==> config.mk <==
export PLATFORM = sky130hd
export DESIGN_NAME = wsk_ctrl
export DESIGN_NICKNAME = d
export VERILOG_FILES = /design/src/rtl/wsk_pkg.sv /design/src/rtl/wsk_ctrl.sv
export SDC_FILE = /design/constraint.sdc
export NUM_CORES = 1
export LEC_CHECK = 0
export BUFFER_PORTS_ARGS = -buffer_cell sky130_fd_sc_hd__buf_2
export CAP_MARGIN = 5
export CORE_AREA = 2 2 39 41
export CTS_CLUSTER_DIAMETER = 50
export DETAILED_ROUTE_END_ITERATION = 8
export DIE_AREA = 0 0 41 43
export GPL_TIMING_DRIVEN = 0
export SLEW_MARGIN = 5
export SYNTH_ARGS = -nofsm -noshare
export SYNTH_HDL_FRONTEND = slang
export SYNTH_SLANG_ARGS = --single-unit
export TNS_END_PERCENT = 30
==> constraint.sdc <==
create_clock -name clk -period 1.5 [get_ports clk]
set_input_delay 0.15 -clock clk [delete_from_list [all_inputs] [get_ports clk]]
set_output_delay 0.15 -clock clk [all_outputs]
set_load 0.01 [all_outputs]
==> src/rtl/wsk_pkg.sv <==
// ----------------------------------------------------------------------------
// wsk_pkg
// Shared widths, register indexes and controller/datapath interface types.
// ----------------------------------------------------------------------------
`default_nettype none

package wsk_pkg;

  localparam int MAX_WINDOW_DEF = 256;
  localparam int MAX_RANKS_DEF  = 64;

  localparam int RAIN_W = 8;
  localparam int DAY_W  = 9;
  localparam int MIN_W  = 11;
  localparam int TOT_W  = 16;
  localparam int RANK_W = 6;
  localparam int WLEN_W = 9;
  localparam int RCNT_W = 7;
  localparam int CFG_W  = 9;
  localparam int IN_TDATA_W  = 32;
  localparam int OUT_TDATA_W = 48;

  localparam logic REG_WINDOW_LENGTH = 1'b0;
  localparam logic REG_RESULT_COUNT  = 1'b1;

  localparam logic [WLEN_W-1:0] WLEN_RESET = WLEN_W'(5);
  localparam logic [RCNT_W-1:0] RCNT_RESET = RCNT_W'(10);

  typedef struct packed {
    logic accept;      // latch request, issue ring reads
    logic calc;        // update sum, write ring, credit window
    logic dup;         // same-day search and removal
    logic put;         // ordered insert
    logic flush_load;  // load current day best for insertion
    logic pop;         // result taken, shift table up
    logic clear;       // end of run
  } ctrl_cmd_t;

  typedef struct packed {
    logic need_ins;
    logic last;
    logic best_valid;
    logic out_last;
  } dp_status_t;

endpackage

`default_nettype wire

==> src/rtl/wsk_ctrl.sv <==
// ----------------------------------------------------------------------------
// wsk_ctrl
// Sequencer: one request through ring update, table insertion and emission.
// ----------------------------------------------------------------------------
`default_nettype none

module wsk_ctrl (
  input  wire                 clk,
  input  wire                 rst_n,
  input  wire                 in_fire,
  input  wire                 out_tready,
  input  wsk_pkg::dp_status_t sts,
  output logic                in_tready,
  output logic                out_tvalid,
  output wsk_pkg::ctrl_cmd_t  cmd
);

  typedef enum logic [5:0] {
    ST_IDLE  = 6'b000001,
    ST_CALC  = 6'b000010,
    ST_DUP   = 6'b000100,
    ST_PUT   = 6'b001000,
    ST_FLUSH = 6'b010000,
    ST_EMIT  = 6'b100000
  } state_t;

  state_t state_r, state_nxt;
  logic   flushing_r, flushing_nxt;

  always_comb begin
    state_nxt    = state_r;
    flushing_nxt = flushing_r;
    cmd          = '0;
    in_tready    = 1'b0;
    out_tvalid   = 1'b0;
    case (state_r)
      ST_IDLE: begin
        in_tready  = 1'b1;
        cmd.accept = in_fire;
        if (in_fire) state_nxt = ST_CALC;
      end
      ST_CALC: begin
        cmd.calc = 1'b1;
        if (sts.need_ins) state_nxt = ST_DUP;
        else if (sts.last) state_nxt = ST_FLUSH;
        else state_nxt = ST_IDLE;
      end
      ST_DUP: begin
        cmd.dup   = 1'b1;
        state_nxt = ST_PUT;
      end
      ST_PUT: begin
        cmd.put = 1'b1;
        if (flushing_r) state_nxt = ST_EMIT;
        else if (sts.last) state_nxt = ST_FLUSH;
        else state_nxt = ST_IDLE;
      end
      ST_FLUSH: begin
        cmd.flush_load = 1'b1;
        if (sts.best_valid) begin
          flushing_nxt = 1'b1;
          state_nxt    = ST_DUP;
        end else begin
          state_nxt = ST_EMIT;
        end
      end
      ST_EMIT: begin
        out_tvalid = 1'b1;
        if (out_tready) begin
          cmd.pop = 1'b1;
          if (sts.out_last) begin
            cmd.clear    = 1'b1;
            flushing_nxt = 1'b0;
            state_nxt    = ST_IDLE;
          end
        end
      end
      default: state_nxt = ST_IDLE;
    endcase
  end

  always_ff @(posedge clk) begin
    if (!rst_n) begin
      state_r    <= ST_IDLE;
      flushing_r <= 1'b0;
    end else begin
      state_r    <= state_nxt;
      flushing_r <= flushing_nxt;
    end
  end

endmodule

`default_nettype wire

Yosys cells after proc, flatten, opt, wreduce, memory -nomap -nowiden
Cells that the tools add are included.

cells by class
  add/subtract/negate cells = 0
  multipliers = 0
  divide/modulo/power cells = 0
  magnitude comparators = 0
  eq/ne operators = 10
  shift-type cells = 0
  muxes and demuxes = 22
  bitwise logic cells = 0
  reductions and logical operators = 3

operators with widths
  cell                                            count
  2-to-1 mux 6 bit                                6
  one-hot mux 6 bit (6 select lines)              1
  2-to-1 mux 1 bit                                11
  inequality test 2 bit (second input constant)   4
  == test 6 x 1 -> 1 bit (second input constant)  1
  == test 6 x 2 -> 1 bit (second input constant)  1
  == test 6 x 3 -> 1 bit (second input constant)  1
  == test 6 x 4 -> 1 bit (second input constant)  1
  == test 6 x 5 -> 1 bit (second input constant)  1
  == test 6 bit (second input constant)           1
  2-to-1 mux 5 bit                                1
  2-to-1 mux 2 bit                                2
  AND reduction 4 bit                             1
  AND reduction 3 bit                             1
  one-hot mux 1 bit (2 select lines)              1
  nonzero test 2 bit                              1

storage, ports and cells
  register bits after elaboration = 7
  bits in latches = 0
  RAM bits = 0
  ROM bits = 0
  output and inout port bits = 9
  logic and storage cells = 37
  memories kept = 0

Depth between registers and ports, before layout
Gate-level depths: netlist of run 1.

  depth in word-level cells = 3
  gate-level depth with buffers = 5
  depth with buffers taken out = 4

Worst setup path before layout of run 1
No wires, ideal clock.

  kind = register to output
  start = register state_r[4]
  end = output cmd[6] in the netlist's numbering
  arrival time = 1323 ps
  slack = 27 ps
  cell stages (with the launch flop) = 4
  buffers on the path = 0
  cells stage by stage = dfxtp_1 > or4_4 > nor3_2 > and2_1

RTL lines
  item                      RTL line        source
  start: declaration        wsk_ctrl.sv:27  state_t state_r, state_nxt;
  start signal: assignment  wsk_ctrl.sv:87  state_r <= state_nxt;
  end: declaration          wsk_ctrl.sv:15  output wsk_pkg::ctrl_cmd_t cmd

==> results of run 1 <==
==> power groups by stage <==
| stage | sequential, mW | combinational, mW | clock, mW |
|---|---|---|---|
| after floorplan | 0.217 | 0.127 | 0 |
| after global placement | 0.223 | 0.172 | 0 |
| after detailed placement | 0.222 | 0.174 | 0 |
| after CTS | 0.222 | 0.197 | 0.182 |
| after global routing | 0.224 | 0.224 | 0.195 |
| final | 0.222 | 0.208 | 0.179 |
==> cell usage in the layout (no fill, tap or decap), types with 3 or more instances in the layout <==
master	n
a21oi_1	3
and3_1	4
buf_2	14
buf_4	4
buf_6	3
clkbuf_4	3
dfxtp_2	4
inv_1	4
nand2_1	4
==> metal layers <==
layer,vias up,part of all wire [%],wire (um),GRT usage [%]
met5,-,0,0,0
li1,255,-,-,-
met1,231,44,566,20.3
met2,17,49,622,28.1
met4,0,3.3,42,16.0
met3,5,3.3,42,3.66
==> sequential cells by signal, indices dropped and copies added, names as in the netlist <==
| signal | cells |
|---|---|
| flushing_r | 1 |
| state_r | 6 |
==> layout make-up <==
cell class / instances / area [um^2]
Sequential cell: 7 / 149
Fill cell: 124 / 687
Inverter: 4 / 15.0
Buffer: 1 / 11.3
Tap cell: 16 / 20.0
Timing Repair Buffer: 20 / 123
Multi-Input combinational cell: 43 / 353
Clock buffer: 4 / 26.3
==> repair_timing <==
item,CTS,global route
setup buffers,2,2
gates resized for setup,9,5
pin swaps,5,2
setup endpoints to repair,13,15
==> cells by family after synthesis <==
logic type	after synthesis
buffers and inverters	5
XOR/XNOR	1
AND/OR/NAND/NOR	30
flip-flops	7
AO/OA/AOI/OAI	12
==> per-stage QoR <==
step | power, mW | cells | setup slack [ps]
3_5_place_dp | 0.396 | 87 | -95.8
2_1_floorplan | 0.344 | 55 | 26.6
6_report | 0.609 | 95 | -216
3_3_place_gp | 0.395 | 87 | -61.0
5_1_grt | 0.643 | 95 | -265
4_1_cts | 0.602 | 93 | -211
==> final timing paths <==
check                                 from          to  slack, ps  depth (start not counted)
worst min-delay path               in_fire  state_r[1]        140                          2
worst min register to register  flushing_r  flushing_r        580                          2
worst max-delay path            state_r[5]      cmd[6]       -220                          4
worst max register to register  state_r[5]  state_r[0]       -120                          5
==> metrics.txt, run 1 <==
outcome=finished with violations; failing checks=negative setup slack; share of cells above drive strength 1=between 50% and 60%; Critical Path, Cell by Cell=or4_4 -> nor3_4 -> and2_1 -> buf_2; first-pass GRT wire length=2140 um; initial DRC count=5; root buf cell=clkbuf_4; Detail Placement HPWL=905 um; via count=508; gp weighted congestion=0.815; routed len/inst=~13 um; Syn-to-layout area delta=42.1%; PwrDens=around 870 mW/mm^2; largest net degree at the start of global routing=10; core area=about 0.0014 mm^2; sw power=~0.20 mW; PortBufs=16; Yosys reg bits=7; Via density=between 5 and 6; WL final=1270 um; clock sink total=7; Overflow after GRT=0; Synth Instances=55; Bufs on Longest Clock Path=2; Final Hold Fails=0; Yosys top cell by area=dfxtp_1; antenna violations before repair=0; synth cell count leaders=dfxtp_1 (7), and3_1 (5), inv_1 (4), nand2_1 (4); # H-tree levels=1; Final ANT Viol Nets=0; critical path arrival=between 1500 and 2000 ps; CTS buffer count=3; Clk pwr share=between 20 and 30%; maximum VDD drop=approximately 0.43 mV; Max-slew headroom=about two thirds; mux share of post-synthesis cell area=0%; EDFF count, synth=0; Async SR Flop Fraction=0%; setup TNS=-957 ps; YS warnings=0; worst setup margin=-216 ps; RSZ-0062 raised after global routing=true; post-synthesis adder-cell area fraction=0%; Achievable Freq=583 MHz; cts hold-fix bufs=0; Final Cell Area=about 700 um^2; largest family of logic cells by synthesized area=simple AND/OR/NAND/NOR gates; CP peak stage delay=560 ps; synthesized cell area=490 um^2; Slew Viols, Final=0; Critical Path End Type=primary output; Synth cell types=31; Worst Clk Skew=0.755 ps; max-cap violation count=0; die footprint=around 0.0018 mm^2; highest-delay cell along the critical path=or4_4; worst hold path type=input pin to flop; CTS tree=yes; effective utilization at floorplan=~35%; Avg Cell Area, Syn=between 8 and 9 um^2; total global routing track utilization=between 10% and 20%; via count of the first global-routing pass=524; top cells by area, synth=dfxtp_1 (29%), and3_1 (6.4%), nor4b_4 (4.8%); Mapped Nets=63; Worst Path Required=between 1000 and 1500 ps; final hold slack=144 ps; XOR/XNOR Fraction of Synth Area=about 1.8%; Sequential Power Share=36.5%; io pins=17; simple-gate area share of the yosys netlist=a little under half; sequential area share after synthesis=around 29%; DP Area=roughly 600 um^2; Remaining DRCs=0; crit-path max FO=6; final cycle utilization of the critical path=114%; Sw Share=about 33%; Setup crit start kind=flop; clk slew on worst S/H paths=50 ps; die width=approximately 41 um; Worst-Margin Slew=482 ps; Final Core Density=a little over 50%; Final setup violation count=9; Worst Path Buf+Inv=1; Clk Latency, worst-skew pair=around 260 ps; Period minus WS final=about 1700 ps; count leader, synth=dfxtp_1; Yosys top cell area share=between 20% and 30%; Int Power=just over 0.4 mW; Setup CP Type=flop to primary output; CP top delay family=simple AND/OR/NAND/NOR gates; post-synthesis compound-gate area fraction=roughly a fifth; Lkg Pwr=between 0.3 and 0.4 nW; num rows=14; power share of the combinational group=about a third; Initial DRT Pass Iterations=4; dominant synthesized flop cell=dfxtp_1; NumNets Final=slightly below 90; ANT cells=0; DIE HEIGHT=43 um
No activity file was read; power rests on OpenSTA's default activity.
==> run 2, diff against run 1 <==
- SETUP_SLACK_MARGIN: default -> 0.15
- clock period: 1.5 -> 1.44 ns (I/O delays scaled with it)
==> run 2 against run 1 <==
The run still ends with negative setup slack left. Clock skew grew 4.3 ps. Count of clock-buffer cells in the layout did not move. Sequential share of layout area decreased by 1.5 points. Register-to-register slack worse by 50 ps. Worst hold slack lost 1.8 ps. Critical path depth unchanged. Non-clock buffer count grew 2. Wire length fell by 3.3%. Utilization increased by 3.3 points. Die area is the same. Sequential power rose by 4%. First-iteration DRC count up 60%. Critical path type unchanged. Largest power group unchanged. Highest routed layer unchanged.
==> metrics.txt, run 2 (synthesis gave the netlist of run 1 again) <==
gr busiest metal=met2; CP peak stage delay=550 ps; worst hold path type=input pin to flop; Detail Placement HPWL=around 900 um; Syn-to-layout area delta=51.3%; ANT cells=0; Worst Clk Skew=5.09 ps; leading cell type in the layout, fill and taps excluded=buf_2; share of cells above drive strength 1=between 50% and 60%; outcome=finished with violations; Period minus WS final=1700 ps; Final setup violation count=12; grt met2 use=26.3%; Setup CP Type=flop to primary output; Achievable Freq=587 MHz; total global routing track utilization=17.5%; Critical Path End Type=primary output; Setup WS pre-CTS=-47.5 ps; CTS tree=yes; Max-slew headroom=between 70% and 80%; Worst-Margin Slew=between 400 and 500 ps; stages on the worst setup path=4; Via density=5.41; highest-delay cell along the critical path=or4_4; worst setup margin=-263 ps; critical path arrival=1560 ps; Remaining DRCs=0; RSZ-0062 raised after global routing=true; clock sink total=7; die width=41 um; Bufs on Longest Clock Path=2; effective utilization at floorplan=35.4%; Final ANT Viol Nets=0; CP top delay family=simple AND/OR/NAND/NOR gates; num rows=14; largest net degree at the start of global routing=10; maximum VDD drop=about 0.66 mV; gp weighted congestion=just over 0.8; max-cap violation count=0; WL final=~1200 um; Setup crit start kind=flop; Initial DRT Pass Iterations=4; final hold slack=between 100 and 150 ps; via count of the first global-routing pass=483; Overflow after GRT=0; failing checks=negative setup slack; initial DRC count=8; NumNets Final=90; top flop regs=state_r (6), flushing_r (1); Final Hold Fails=0; io pins=17; Final Core Density=53.6%; Critical Path, Cell by Cell=or4_4 -> nor3_4 -> and2_1 -> buf_2; final cycle utilization of the critical path=118%; Clk Latency, worst-skew pair=between 200 and 300 ps; root buf cell=clkbuf_4; routed len/inst=~13 um; core area=roughly 0.0014 mm^2; met1 global-route usage=between 20% and 30%; max FFs per register=6; PwrDens=between 800 and 900 mW/mm^2; Final Total Pwr=approximately 0.65 mW; setup TNS=-1650 ps; GR Util met3=under 10%; antenna violations before repair=0; DIE HEIGHT=43 um; Worst Path Buf+Inv=1; Largest Register=state_r; via count=525; CTS buffer count=3; die footprint=~0.0018 mm^2; WHS Path Cells=2; first-pass GRT wire length=between 2000 and 2500 um; crit-path max FO=3; PortBufs=16; Worst Path Required=around 1300 ps; clk slew on worst S/H paths=roughly 60 ps; Slew Viols, Final=0; reg2reg path depth=5; # H-tree levels=1; Lkg Pwr=0.361 nW; most frequent cells in the layout=buf_2 (13), buf_4 (5)
==> run 2: final cells by class <==
class                           instances  area, um^2
Inverter                                4        15.0
Buffer                                  1        11.3
Clock buffer                            4        26.3
Multi-Input combinational cell         43         365
Tap cell                               16        20.0
Fill cell                             127         642
Sequential cell                         7         148
Timing Repair Buffer                   22         156
==> run 2: per-layer routing <==
metal / wire (um) / up-vias
li1: - / 263
met1: 505 / 240
met2: 625 / 18
met3: 68 / 4
met4: 31 / 0
met5: 0 / -
==> run 2: worst paths after layout <==
path,startpoint,end,slack (ps)
min reg2reg,flushing_r,flushing_r,600
min,in_fire,state_r[1],140
max reg2reg,state_r[2],state_r[0],-170
max,state_r[2],cmd[6],-260
==> run 2: power by group <==
part | total [mW] | internal, mW | switching, mW
combinational | 0.227 | 0.121 | 0.107
sequential | 0.231 | 0.207 | 0.0238
clock | 0.187 | 0.106 | 0.0808
==> run 2: what timing repair did <==
item / in CTS / in global routing
gates resized for setup: 7 / 5
setup buffers: 3 / 3
endpoints found under the setup margin: 16 / 16
hold buffers: 0 / 0
pin swaps: 4 / 4
==> run 2: worst reg2reg max path, stage by stage (launching register included) <==
cell      delay, ps
dfxtp_4         350
or4_4           550
buf_4           160
nor4b_4         230
a21oi_1         110
o211ai_2        130
==> run 2: stage by stage <==
step                cells  cell area [um^2]
floorplan              55               510
global placement       87               611
detailed placement     87               611
CTS                    94               693
global route           97               742
finish                 97               742
==> run 3, diff against run 2 <==
--- a/config.mk
+++ b/config.mk
@@ -12,4 +12,5 @@
 export DETAILED_ROUTE_END_ITERATION = 8
 export DIE_AREA = 0 0 41 43
+export GPL_ROUTABILITY_DRIVEN = 0
 export GPL_TIMING_DRIVEN = 0
 export SETUP_SLACK_MARGIN = 0.15
==> constraint.sdc (replaced) <==
create_clock -name clk -period 1.5 [get_ports clk]
set_input_delay 0.15 -clock clk [delete_from_list [all_inputs] [get_ports clk]]
set_output_delay 0.15 -clock clk [all_outputs]
set_load 0.005 [all_outputs]
==> run 3 against run 2 <==
The run still ends with negative setup slack left. Cell area shrank 4.4%. Via count grew 0.76%. Global-route usage grew 0.27 points. Critical path depth is the same. Power shrank 2.9%. Count of clock-buffer cells in the layout is the same. Combinational power is essentially flat. Register-to-register slack gained 50 ps. Critical endpoint unchanged. Largest power group is now combinational logic.
==> metrics.txt, run 3 (synthesis gave the netlist of run 1 again) <==
largest net degree at the start of global routing=10; Setup CP Type=flop to primary output; Worst Path Required=roughly 1400 ps; ANT cells=0; Via density=~5.5; top flop regs=state_r (6), flushing_r (1); worst setup margin=-206 ps; Syn-to-layout area delta=44.6%; PortBufs=16; worst hold path type=input pin to flop; Clk Latency, worst-skew pair=~260 ps; via count of the first global-routing pass=between 400 and 500; Critical Path End Type=primary output; clk slew on worst S/H paths=~50 ps; Setup crit start kind=flop; placed instance count=87; Largest Register=state_r; fin cells=96; root buf cell=clkbuf_4; cts hold-fix bufs=0; PwrDens=883 mW/mm^2; # H-tree levels=1; Register Area=149 um^2; NumNets Final=between 80 and 90; flop2flop setup slack=-120 ps; share of cells above drive strength 1=around 56%; die footprint=roughly 0.0018 mm^2; crit-path max FO=5; die width=slightly above 40 um; area occupied by multi-input gates=370 um^2; CTS buffer count=3; Bufs on Longest Clock Path=2; DP Area=~600 um^2; Worst Clk Skew=~10 ps; WL final=1270 um; failing checks=negative setup slack; via count=between 500 and 600; routed len/inst=13.2 um; core area=between 0.001 and 0.0015 mm^2; Slew Viols, Final=0; antenna violations before repair=0; first-pass GRT wire length=roughly 2200 um; Fillers=roughly 130; final hold slack=approximately 170 ps; Remaining DRCs=0; Lkg Pwr=0.350 nW; critical path arrival=1560 ps; io pins=17; Final Core Density=around half; clock sink total=7; Achievable Freq=roughly 590 MHz; outcome=finished with violations; Worst-Margin Slew=402 ps; Setup WS pre-CTS=-108 ps; final cycle utilization of the critical path=114%; Detail Placement HPWL=slightly below 900 um; Final setup violation count=10; RSZ-0062 raised after global routing=true; total global routing track utilization=between 15 and 20%; DIE HEIGHT=between 40 and 50 um; CTS tree=yes; Overflow after GRT=0; initial DRC count=2; Final ANT Viol Nets=0; leading cell type in the layout, fill and taps excluded=buf_2; Initial DRT Pass Iterations=4; maximum VDD drop=a little over 0.6 mV; Final Hold Fails=0; max FFs per register=6; Max-slew headroom=72.9%; Period minus WS final=approximately 1700 ps; max-cap violation count=0; Final Cell Area=~700 um^2; effective utilization at floorplan=a little over a third; most frequent cells in the layout=buf_2 (16), buf_4 (5), inv_1 (4), nand2_1 (4), dfxtp_2 (4); num rows=14
## run 3: cell count changes in the layout (fill, tap and decap cells not counted)
cell	before	now
dfxtp_1	3	2
buf_2	13	16
buf_6	4	1
buf_12	1	0
and3_4	1	2
dfxtp_2	3	4
and3_1	4	3
## run 3: critical path, stage by stage (launching register included)
cell and delay, ps:
dfxtp_4 350, or4_4 560, nor3_4 150, and2_1 150, buf_2 100
## run 3: path summary, 6_finish.rpt
kind	cells past startpoint	start	end
worst max-delay path	4	state_r[2]	cmd[6]
worst min-delay path	3	sts[2]	state_r[4]
worst max register to register	5	state_r[2]	state_r[0]
worst min register to register	2	flushing_r	flushing_r
## run 3: what timing repair did
| item | 4_1_cts | 5_1_grt |
|---|---|---|
| pin swaps | 4 | 1 |
| buffers inserted | 4 | 1 |
| gates cloned | 0 | 0 |
| setup endpoints to repair | 15 | 15 |
| gates resized for setup | 8 | 5 |
## run 3: per-layer routing
layer,track usage (%),routed length [um],up-vias
li1,-,-,259
met1,23.5,541,250
met2,25.6,646,16
met3,4.19,57,4
met4,9.33,20,0
met5,0,0,-
## run 3: area by class of cell
type | instances | area share [%]
Multi-Input combinational cell | 43 | 52.2
Tap cell | 16 | 2.82
Buffer | 1 | 1.59
Inverter | 4 | 2.12
Sequential cell | 7 | 21.0
Clock buffer | 4 | 3.70
Timing Repair Buffer | 21 | 16.6
## run 3: per-stage QoR
step	power [mW]	setup TNS, ps
final	0.626	-862
after global routing	0.671	-1870
after CTS	0.608	-1110
after detailed placement	0.394	-260
after global placement	0.393	-140
after floorplan	0.344	0
## run 3: power breakdown
group / switching [mW] / internal (mW) / total (mW)
sequential: 0.0234 / 0.199 / 0.223
combinational: 0.100 / 0.125 / 0.225
clock: 0.0768 / 0.102 / 0.179
